==> src/hdl/assert_macros.svh <==
// Assertion macros used by the RTL of the sliding window sender.
`ifndef ASSERT_MACROS_SVH
`define ASSERT_MACROS_SVH

`ifndef SYNTH

// Property must hold at every clock edge out of reset.
`define ASSERT_PROP(label, clk, rst_n, prop) \
	label: assert property (@(posedge clk) disable iff (!(rst_n)) (prop)) \
		else $error("assertion failed");

// Condition must never be seen at a clock edge out of reset.
`define ASSERT_NEVER(label, clk, rst_n, cond) \
	`ASSERT_PROP(label, clk, rst_n, !(cond))

`else

`define ASSERT_PROP(label, clk, rst_n, prop)
`define ASSERT_NEVER(label, clk, rst_n, cond)

`endif

`endif

==> src/hdl/sws_pkg.sv <==
// Types and constants of the sliding window sender.
`default_nettype none

package sws_pkg;

	// Sequence space and payload width
	localparam int SEQ_SPACE    = 8;
	localparam int SEQ_BITS     = $clog2(SEQ_SPACE);
	localparam int PAYLOAD_BITS = 32;

	// Window size register
	localparam int                WS_BITS      = 4;
	localparam logic [WS_BITS-1:0] WINDOW_RESET = WS_BITS'(4);

	// Width of base plus window size, before the wrap
	localparam int TOP_BITS = SEQ_BITS + WS_BITS;

	// Duplicate ack count that triggers a fast retransmit
	localparam int            DUP_BITS  = 2;
	localparam logic [DUP_BITS-1:0] DUP_LIMIT = DUP_BITS'(3);

	// Operation codes
	localparam logic [1:0] OP_SEND    = 2'd0;
	localparam logic [1:0] OP_ACK     = 2'd1;
	localparam logic [1:0] OP_TIMEOUT = 2'd2;

	// Timer commands
	localparam logic [1:0] TIMER_LEAVE   = 2'd0;
	localparam logic [1:0] TIMER_STOP    = 2'd1;
	localparam logic [1:0] TIMER_RESTART = 2'd2;

	// Input word
	typedef struct packed {
		logic [1:0]              op;
		logic [PAYLOAD_BITS-1:0] payload;
		logic [SEQ_BITS-1:0]     ack_number;
		logic                    ack_intact;
	} in_word_t;

	// Result word
	typedef struct packed {
		logic                    accepted;
		logic                    xmit_valid;
		logic [SEQ_BITS-1:0]     xmit_seq;
		logic [PAYLOAD_BITS-1:0] xmit_payload;
		logic [1:0]              timer_cmd;
		logic [SEQ_BITS-1:0]     window_base;
		logic [SEQ_BITS-1:0]     next_seq;
	} out_word_t;

endpackage

`default_nettype wire

==> src/hdl/sliding_window_sender.sv <==
// Go-back-N sender with fast retransmit: window state, packet store, result buffer.
//
//   channel | direction | handshake           | word
//   --------+-----------+---------------------+-------------------------
//   in      | input     | in_valid / in_stall   | in_word  (in_word_t)
//   out     | output    | out_valid / out_stall | out_word (out_word_t)
//   cfg     | input     | cfg_wr_en             | cfg_wr_data (window size)
//
// One word per cycle while in_stall is low: each event is resolved in the cycle it is
// accepted; its result is registered in the output register, or in the skid register.
// A stalled output register is backed by one skid register; in_stall rises only
// while the skid register holds a word.
// Reset clears base, next, duplicate count and the output buffer and loads a
// window size of 4; the packet store is not cleared.
`default_nettype none
`include "assert_macros.svh"

module sliding_window_sender
	import sws_pkg::*;
(
	input  wire logic                clk,
	input  wire logic                arst_n,
	input  wire logic                cfg_wr_en,
	input  wire logic [WS_BITS-1:0]  cfg_wr_data,
	input  wire logic                in_valid,
	output logic                     in_stall,
	input  wire in_word_t            in_word,
	output logic                     out_valid,
	input  wire logic                out_stall,
	output out_word_t                out_word
);

	logic [WS_BITS-1:0]      ws_q;
	logic [SEQ_BITS-1:0]     base_q, next_q;
	logic [DUP_BITS-1:0]     dup_q;
	logic [PAYLOAD_BITS-1:0] store_q [SEQ_SPACE];

	logic [SEQ_BITS-1:0]     base_d, next_d;
	logic [DUP_BITS-1:0]     dup_d, dup_inc;
	logic [TOP_BITS-1:0]     top;
	logic [TOP_BITS-1:0]     ack_ext;
	logic [SEQ_BITS-1:0]     full_at;
	logic                    in_window;
	logic                    send_ok;
	logic                    accept_in;
	logic                    out_free;
	out_word_t               res;

	logic                    out_valid_q, skid_valid_q;
	out_word_t               out_word_q, skid_word_q;

	assign accept_in = in_valid && !in_stall;
	assign in_stall  = skid_valid_q;
	assign out_valid = out_valid_q;
	assign out_word  = out_word_q;
	assign out_free  = !out_valid_q || !out_stall;

	// Window arithmetic
	assign top     = TOP_BITS'(base_q) + TOP_BITS'(ws_q);
	assign full_at = SEQ_BITS'(top - TOP_BITS'(1));
	assign ack_ext = TOP_BITS'(in_word.ack_number);
	assign dup_inc = dup_q + DUP_BITS'(1);
	assign send_ok = (next_q != full_at);

	always_comb begin
		if (top <= TOP_BITS'(SEQ_SPACE)) begin
			in_window = (ack_ext >= TOP_BITS'(base_q)) && (ack_ext < top);
		end else begin
			in_window = (in_word.ack_number >= base_q) ||
				(in_word.ack_number < top[SEQ_BITS-1:0]);
		end
	end

	// Event resolution
	always_comb begin
		base_d           = base_q;
		next_d           = next_q;
		dup_d            = dup_q;
		res.accepted     = 1'b0;
		res.xmit_valid   = 1'b0;
		res.xmit_seq     = '0;
		res.xmit_payload = '0;
		res.timer_cmd    = TIMER_LEAVE;
		case (in_word.op)
			OP_SEND: begin
				if (send_ok) begin
					res.accepted     = 1'b1;
					res.xmit_valid   = 1'b1;
					res.xmit_seq     = next_q;
					res.xmit_payload = in_word.payload;
					if (base_q == next_q) begin
						res.timer_cmd = TIMER_RESTART;
					end
					next_d = next_q + SEQ_BITS'(1);
				end
			end
			OP_ACK: begin
				if (in_word.ack_intact) begin
					if (in_window) begin
						dup_d  = '0;
						base_d = in_word.ack_number + SEQ_BITS'(1);
						res.timer_cmd = (base_d != next_q) ? TIMER_RESTART : TIMER_STOP;
					end else if (dup_inc == DUP_LIMIT) begin
						// fast retransmit of the base packet
						dup_d            = '0;
						res.timer_cmd    = TIMER_RESTART;
						res.xmit_valid   = 1'b1;
						res.xmit_seq     = base_q;
						res.xmit_payload = store_q[base_q];
					end else begin
						dup_d = dup_inc;
					end
				end
			end
			OP_TIMEOUT: begin
				res.timer_cmd    = TIMER_RESTART;
				res.xmit_valid   = 1'b1;
				res.xmit_seq     = base_q;
				res.xmit_payload = store_q[base_q];
			end
			default: begin
			end
		endcase
		res.window_base = base_d;
		res.next_seq    = next_d;
	end

	// Window size register
	always_ff @(posedge clk or negedge arst_n) begin
		if (!arst_n) begin
			ws_q <= WINDOW_RESET;
		end else if (cfg_wr_en) begin
			ws_q <= cfg_wr_data;
		end
	end

	// Window state
	always_ff @(posedge clk or negedge arst_n) begin
		if (!arst_n) begin
			base_q <= '0;
			next_q <= '0;
			dup_q  <= '0;
		end else if (accept_in) begin
			base_q <= base_d;
			next_q <= next_d;
			dup_q  <= dup_d;
		end
	end

	// Packet store, written by accepted sends
	always_ff @(posedge clk) begin
		if (accept_in && in_word.op == OP_SEND && send_ok) begin
			store_q[next_q] <= in_word.payload;
		end
	end

	// Output register and skid register: control
	always_ff @(posedge clk or negedge arst_n) begin
		if (!arst_n) begin
			out_valid_q  <= 1'b0;
			skid_valid_q <= 1'b0;
		end else if (out_free) begin
			out_valid_q  <= skid_valid_q || accept_in;
			skid_valid_q <= 1'b0;
		end else if (accept_in) begin
			skid_valid_q <= 1'b1;
		end
	end

	// Output register and skid register: data
	always_ff @(posedge clk) begin
		if (out_free) begin
			out_word_q <= skid_valid_q ? skid_word_q : res;
		end else if (accept_in) begin
			skid_word_q <= res;
		end
	end

	// Checks
	`ASSERT_PROP(a_skid_behind_out, clk, arst_n, skid_valid_q |-> out_valid_q)
	`ASSERT_PROP(a_accept_sends, clk, arst_n,
		(out_valid_q && out_word_q.accepted) |-> out_word_q.xmit_valid)
	`ASSERT_PROP(a_next_advance, clk, arst_n,
		(accept_in && res.accepted) |=> (next_q == SEQ_BITS'($past(next_q) + SEQ_BITS'(1))))
	`ASSERT_NEVER(a_dup_below_limit, clk, arst_n, dup_q == DUP_LIMIT)

endmodule

`default_nettype wire
==> config.mk <==
export PLATFORM = sky130hd
export DESIGN_NAME = sliding_window_sender
export DESIGN_NICKNAME = d
export VERILOG_FILES = /design/src/hdl/sws_pkg.sv /design/src/hdl/sliding_window_sender.sv
export VERILOG_INCLUDE_DIRS = /design/src /design/src/hdl
export SDC_FILE = /design/constraint.sdc
export NUM_CORES = 1
export LEC_CHECK = 0
export BUFFER_PORTS_ARGS = -buffer_cell sky130_fd_sc_hd__buf_2
export CAP_MARGIN = 10
export CORE_MARGIN = 3
export CORE_UTILIZATION = 55
export CTS_CLUSTER_SIZE = 20
export DETAILED_ROUTE_END_ITERATION = 10
export PLACE_DENSITY_LB_ADDON = 0.25
export SKIP_LAST_GASP = 1
export SLEW_MARGIN = 0
export SYNTH_ARGS = -nofsm -noshare
export SYNTH_HDL_FRONTEND = slang
export SYNTH_SLANG_ARGS = --single-unit
==> constraint.sdc <==
create_clock -name clk -period 5.55 [get_ports clk]
set_clock_uncertainty 0.2 [all_clocks]
set_input_delay 0.8325 -clock clk [delete_from_list [all_inputs] [get_ports clk]]
set_output_delay 0.8325 -clock clk [all_outputs]
set_load 0.02 [all_outputs]
# Yosys cells after proc, flatten, opt, wreduce, memory -nomap -nowiden
# Memories as Yosys holds them, arrays and structs flattened.
# Index checks and enable logic that the tools add are counted.
[totals]
regBits = 104
ram_bits = 256
input_bits = 47
output_inout_bits = 47
elab_cells = 74
n_memories = 1
[classes]
n_addsub = 5
order_cmp = 5
eq_ne = 6
mux = 22
n_bitwise = 1
reduce_logical = 14
[memory_table]
columns = ["name", "depth", "word_bits", "read_ports", "rd_clocked_by_memory_dff", "wr", "line", "text"]
rows = [
  ["store_q", 8, 32, 1, 0, 1, "sliding_window_sender.sv:36", "logic [PAYLOAD_BITS-1:0] store_q [SEQ_SPACE];"],
]
[op_table]
columns = ["cell", "count"]
rows = [
  ["38-bit case mux with 3 select lines", 1],
  ["38-bit two-way mux", 2],
  ["45-bit two-way mux", 1],
  ["39-bit two-way mux", 1],
  ["36-bit two-way mux", 1],
  ["3-bit two-way mux", 5],
  ["2-bit two-way mux", 5],
  ["3-bit by 1-bit adder with 3-bit output (second input constant)", 2],
  ["3-bit >= comparator", 2],
  ["1-bit two-way mux", 6],
  ["3-bit != test", 2],
  ["3-bit by 4-bit adder with 5-bit output", 1],
  ["5-bit by 4-bit less-or-equal comparator with 1-bit output (second input constant)", 1],
  ["3-bit by 5-bit less-than comparator with 1-bit output", 1],
  ["2-bit == test (second input constant)", 2],
  ["1-bit logical AND", 4],
  ["3-bit == test", 1],
  ["1-bit logical NOT", 3],
  ["1-bit logical OR", 3],
  ["3-bit less-than comparator", 1],
  ["3-bit AND reduction", 1],
  ["3-bit by 1-bit subtractor with 3-bit output (second input constant)", 1],
  ["2-bit by 1-bit adder with 2-bit output (second input constant)", 1],
  ["2-bit by 1-bit == test with 1-bit output (second input constant)", 1],
  ["other kinds (4)", 4],
]

# Logic depth before layout (Yosys ltp)
[depth]
word_depth = 8
mapped_depth = 12
depth_no_buf = 11

# Least setup slack after synthesis
# OpenSTA, ideal clock, no wires.
[synth_path]
kind = "register to register"
startpoint = "register base_q[0]"
endpoint = "memory store_q[4][0] (enable)"
setup_ns = 0.502
arrival_ns = 5.279
required_time_ns = 4.848
path_slack_ns = -0.430
path_stages_with_launch = 13
path_buffers = 1
synth_period_minus_slack_ns = 5.980
path_cell_list = "dfrtp_1 > ha_1 > fa_1 > inv_1 > ha_1 > xnor2_1 > nor2_1 > nand2_2 > nand2_4 > inv_4 > buf_4 > nand2_1 > nor4_1"
[synth_between]
elab_chain_cells = 6
[synth_lines]
columns = ["element", "line", "text"]
rows = [
  ["start: declaration", "sliding_window_sender.sv:34", "logic [SEQ_BITS-1:0] base_q, next_q;"],
  ["start signal: assignment", "sliding_window_sender.sv:144", "base_q <= base_d;"],
  ["3-bit by 4-bit adder with 5-bit output", "sliding_window_sender.sv:59", "assign top = TOP_BITS'(base_q) + TOP_BITS'(ws_q);"],
  ["3-bit by 1-bit subtractor with 3-bit output", "sliding_window_sender.sv:60", "assign full_at = SEQ_BITS'(top - TOP_BITS'(1));"],
  ["3-bit != test", "sliding_window_sender.sv:63", "assign send_ok = (next_q != full_at);"],
  ["1-bit logical AND", "sliding_window_sender.sv:152", "if (accept_in && in_word.op == OP_SEND && send_ok) begin"],
  ["1-bit two-way mux", "sliding_window_sender.sv:152", ""],
  ["1-bit two-way mux (implied by the code)", "sliding_window_sender.sv:153", "store_q[next_q] <= in_word.payload;"],
  ["end: declaration", "sliding_window_sender.sv:36", ""],
]
# Every way passes these cells.

# Final worst setup path
[layout_path]
startpoint = "register base_q[0]"
endpoint = "memory store_q[7][10] (enable)"
# The elaborated chain is that of the path after synthesis.

==> metrics.cfg <==
[die]
die_h_um = 171.4
die_w_um = 171.4
start_util_pct = 56.79
pin_count = 94
floorplan.die_area_sq_um = 29380
design.core.area_sq_um = 26500
num_rows = 59

[timing]
finalHoldWorstSlack_ns = 0.01581
rsz0062_at_grt = false
fmax_ghz = 0.2267
finalSetupViolCount = 0
timing_hold_violations_final = 0
timing.slew.headroom_pct = 31.06
drv_slew = 0
timing_worst_slew_pin_value_ns = 1.034
finalCritPeriodShare_pct = 79.47
timing.setup.tns_ns = 0
timing.final.crit_period_ns = 4.411

[detailed_routing]
detailroute.via_count = 8025
drtIter0Drc = 696
routed_via_density = 6.159
antenna_violating_nets_post_route = 0
detail_route.wl_per_cell_um = 22.96
routed_wl_mm = 29.91
firstDrtPassIters = 7
remaining_drc_errors = 0

[yosys]
synth_area_sq_um = 15050
syn-mean-instance-area_sq_um = 17.94
synth-seq-area-share_pct = 71.38
number_of_instances_in_the_synthesized_netlist = 839
synth.ff_latch_count = 360
synth-async-reset-ratio_pct = 3.889
ys_types = 58
edff_count_synth = 346
synth_top_flop_cell = sky130_fd_sc_hd__edfxtp_1
postSynthNetCount = 900
synth-warning-count = 0

[finish]
most-common-layout-cells = 346 x sky130_fd_sc_hd__edfxtp_1, 93 x sky130_fd_sc_hd__buf_2, 64 x sky130_fd_sc_hd__mux4_2
area.sequential_sq_um = 10750
fill_cells = 1824
multi_input_area_sq_um = 4119
finish.net_count = 1002
post_route_cells_drive_above_1_share_pct = 30.37
antenna-diode-count = 0
areaGrowthSynthToFinish_pct = 13.59
layout_commonest_cell = sky130_fd_sc_hd__edfxtp_1

[clocking]
cts_tree = yes
buffers_inserted_during_post_cts_setup_optimization = 0
clk_latency_ns = 0.52
numCtsBuffers = 38
cts_resized = 0
cts.clk_slew.worst_paths_ns = 0.06
clock_sinks = 360
htree_num_levels = 2
clock-root-buffer = sky130_fd_sc_hd__clkbuf_16
post_cts_hold_buffer_count = 0
cts.path.max_buffers = 3

[worst_setup_path]
crit_path_start_kind = flop
cp.required_ns = 5.51
critPathArrivalTime_ns = 4.37
timing_worst_setup_path_type = reg2reg
reg2reg_slack_ns = 1.14
number_of_cells_traversed_by_the_worst_register_to_register_path = 12
worst_setup_path_end_kind = flop
critical_path_peak_fanout = 72
r2r-start = base_q[0]
regToRegEndpoint = store_q[7][10]

[power]
vdd_ir_drop_max_mv = 0.2953
leakage_power_uw = 0.005890
pwr_density_cell_nw_per_um2 = 469.4

[place]
detailedPlacementHpwl_mm = 16.95
place.port_buffers = 93
gpl.final_weighted_congestion = 0.9076

[global_routing]
grt_pass1_vias = 8065
grt_max_degree = 81
antenna_found_initial = 2
grt.total_usage_pct = 21.08
grt_overflow_total = 0
wire_length_of_the_first_global_routing_pass_mm = 47.04

[job]
max_cap_viol_count = 0

[outcome]
run_status = completed

[min_path]
worst_hold_path_type = in2async

[routing by layer]
layer	global-route usage (%)	part of all wire, %	up-vias	wire, um
met5	0	0.090	-	27
met4	6.193	2.3	4	673
met3	3.425	5.2	59	1565
met2	34.41	50	254	14880
met1	29.96	43	4117	12760
li1	-	-	3591	-
[sequential cells by signal (all words and copies together), names as in the netlist]
signal	count
out_valid	1
store_q	256
skid_word_q	45
base_q	3
ws_q	4
in_stall	1
next_q	3
dup_q	2
out_word	45
[critical path: stages, from the launching register on]
cell	delay, ns
sky130_fd_sc_hd__dfrtp_4	0.47
sky130_fd_sc_hd__ha_1	0.22
sky130_fd_sc_hd__fa_1	0.49
sky130_fd_sc_hd__inv_1	0.07
sky130_fd_sc_hd__ha_1	0.20
sky130_fd_sc_hd__xnor2_1	0.14
sky130_fd_sc_hd__xnor2_1	0.18
sky130_fd_sc_hd__nand2_2	0.14
sky130_fd_sc_hd__nand2_4	0.12
sky130_fd_sc_hd__inv_4	0.60
sky130_fd_sc_hd__nand2_1	0.41
sky130_fd_sc_hd__nor2_4	0.33
sky130_fd_sc_hd__buf_4	0.45
[worst max path at each step]
stage	from	end	slack [ns]	depth (start not counted)
final	base_q[0]	store_q[7][10]	1.14	12
after global routing	base_q[0]	store_q[7][10]	0.90	12
after CTS	base_q[0]	store_q[7][10]	1.10	12
after detailed placement	base_q[0]	store_q[7][7]	1.13	12
after global placement	base_q[0]	store_q[7][7]	1.22	12
after floorplan	base_q[0]	store_q[5][0]	0.45	12
[cell families (layout without fill, tap and decap cells)]
| kind of cell | after synthesis | after routing | synth area share [%] |
|---|---|---|---|
| XOR/XNOR | 14 | 14 | 0.8647 |
| multiplexers | 111 | 111 | 12.86 |
| adder cells (fa/ha/maj) | 14 | 14 | 1.214 |
| buffers and inverters | 59 | 188 | 1.821 |
| flip-flops | 360 | 360 | 71.38 |
| AND/OR/NAND/NOR | 136 | 136 | 4.431 |
| AO/OA/AOI/OAI | 145 | 145 | 7.433 |
[stage by stage]
step	total power, uW	worst slack (ns)	cell area (sq um)	utilization, %	std cells
after floorplan	5203	0.4512	15070	-	839
after global placement	5743	1.217	15950	60.20	1236
after detailed placement	5773	1.131	15950	60.20	1236
after CTS	8104	1.103	17090	64.50	1303
after global routing	8440	0.9001	17090	64.50	1303
final	8025	1.139	17090	64.50	1303
[report_power, final]
group / total [uW] / leakage, uW / switching, uW / internal [uW]
registers: 3440 / 0.00336 / 151 / 3290
logic: 2260 / 0.00197 / 1320 / 947
clock network: 2330 / 0.000557 / 985 / 1340
[synth_stat cells, types with 2 or more instances]
cell                       instances  area [sq um]
sky130_fd_sc_hd__edfxtp_1        346         10390
sky130_fd_sc_hd__mux4_2           64          1441
sky130_fd_sc_hd__nand2_1          58         217.7
sky130_fd_sc_hd__o21ai_1          38         190.2
sky130_fd_sc_hd__a31oi_1          34         212.7
sky130_fd_sc_hd__and2_1           34         212.7
sky130_fd_sc_hd__mux2i_1          34         340.3
sky130_fd_sc_hd__clkbuf_1         30         112.6
sky130_fd_sc_hd__o31ai_2          30         375.4
sky130_fd_sc_hd__nor2_1           17         63.81
sky130_fd_sc_hd__dfrtp_1          13         325.3
sky130_fd_sc_hd__ha_1             13         162.7
sky130_fd_sc_hd__buf_2            10         50.05
sky130_fd_sc_hd__a21oi_1           9         45.04
sky130_fd_sc_hd__inv_1             8         30.03
sky130_fd_sc_hd__xor2_1            7         61.31
sky130_fd_sc_hd__mux2_2            6         67.56
sky130_fd_sc_hd__xnor2_1           6         52.55
sky130_fd_sc_hd__mux2_1            5         56.30
sky130_fd_sc_hd__o211ai_1          5         37.54
sky130_fd_sc_hd__o21ai_0           5         25.02
sky130_fd_sc_hd__o31ai_1           5         37.54
sky130_fd_sc_hd__buf_4             4         30.03
sky130_fd_sc_hd__nand3_1           4         20.02
sky130_fd_sc_hd__nor3_1            4         20.02
sky130_fd_sc_hd__a211oi_1          3         22.52
sky130_fd_sc_hd__a21o_1            3         22.52
sky130_fd_sc_hd__buf_6             3         33.78
sky130_fd_sc_hd__nor2b_1           3         18.77
sky130_fd_sc_hd__nor4_1            3         18.77
sky130_fd_sc_hd__a211o_1           2         17.52
sky130_fd_sc_hd__a211oi_4          2         40.04
sky130_fd_sc_hd__and3_1            2         12.51
sky130_fd_sc_hd__buf_1             2         7.510
sky130_fd_sc_hd__mux2_4            2         30.03
sky130_fd_sc_hd__or2_2             2         12.51
sky130_fd_sc_hd__or3_1             2         12.51
[layout make-up]
type | instances | share of cell area, %
multi-input cells | 420 | 24.10
flip-flops and latches | 360 | 62.89
clock buffers | 49 | 5.929
inverters | 10 | 0.2342
clock inverters | 18 | 0.7393
well taps | 335 | 2.452
repair buffers | 111 | 3.660
Power figures use the tool's default switching activity.
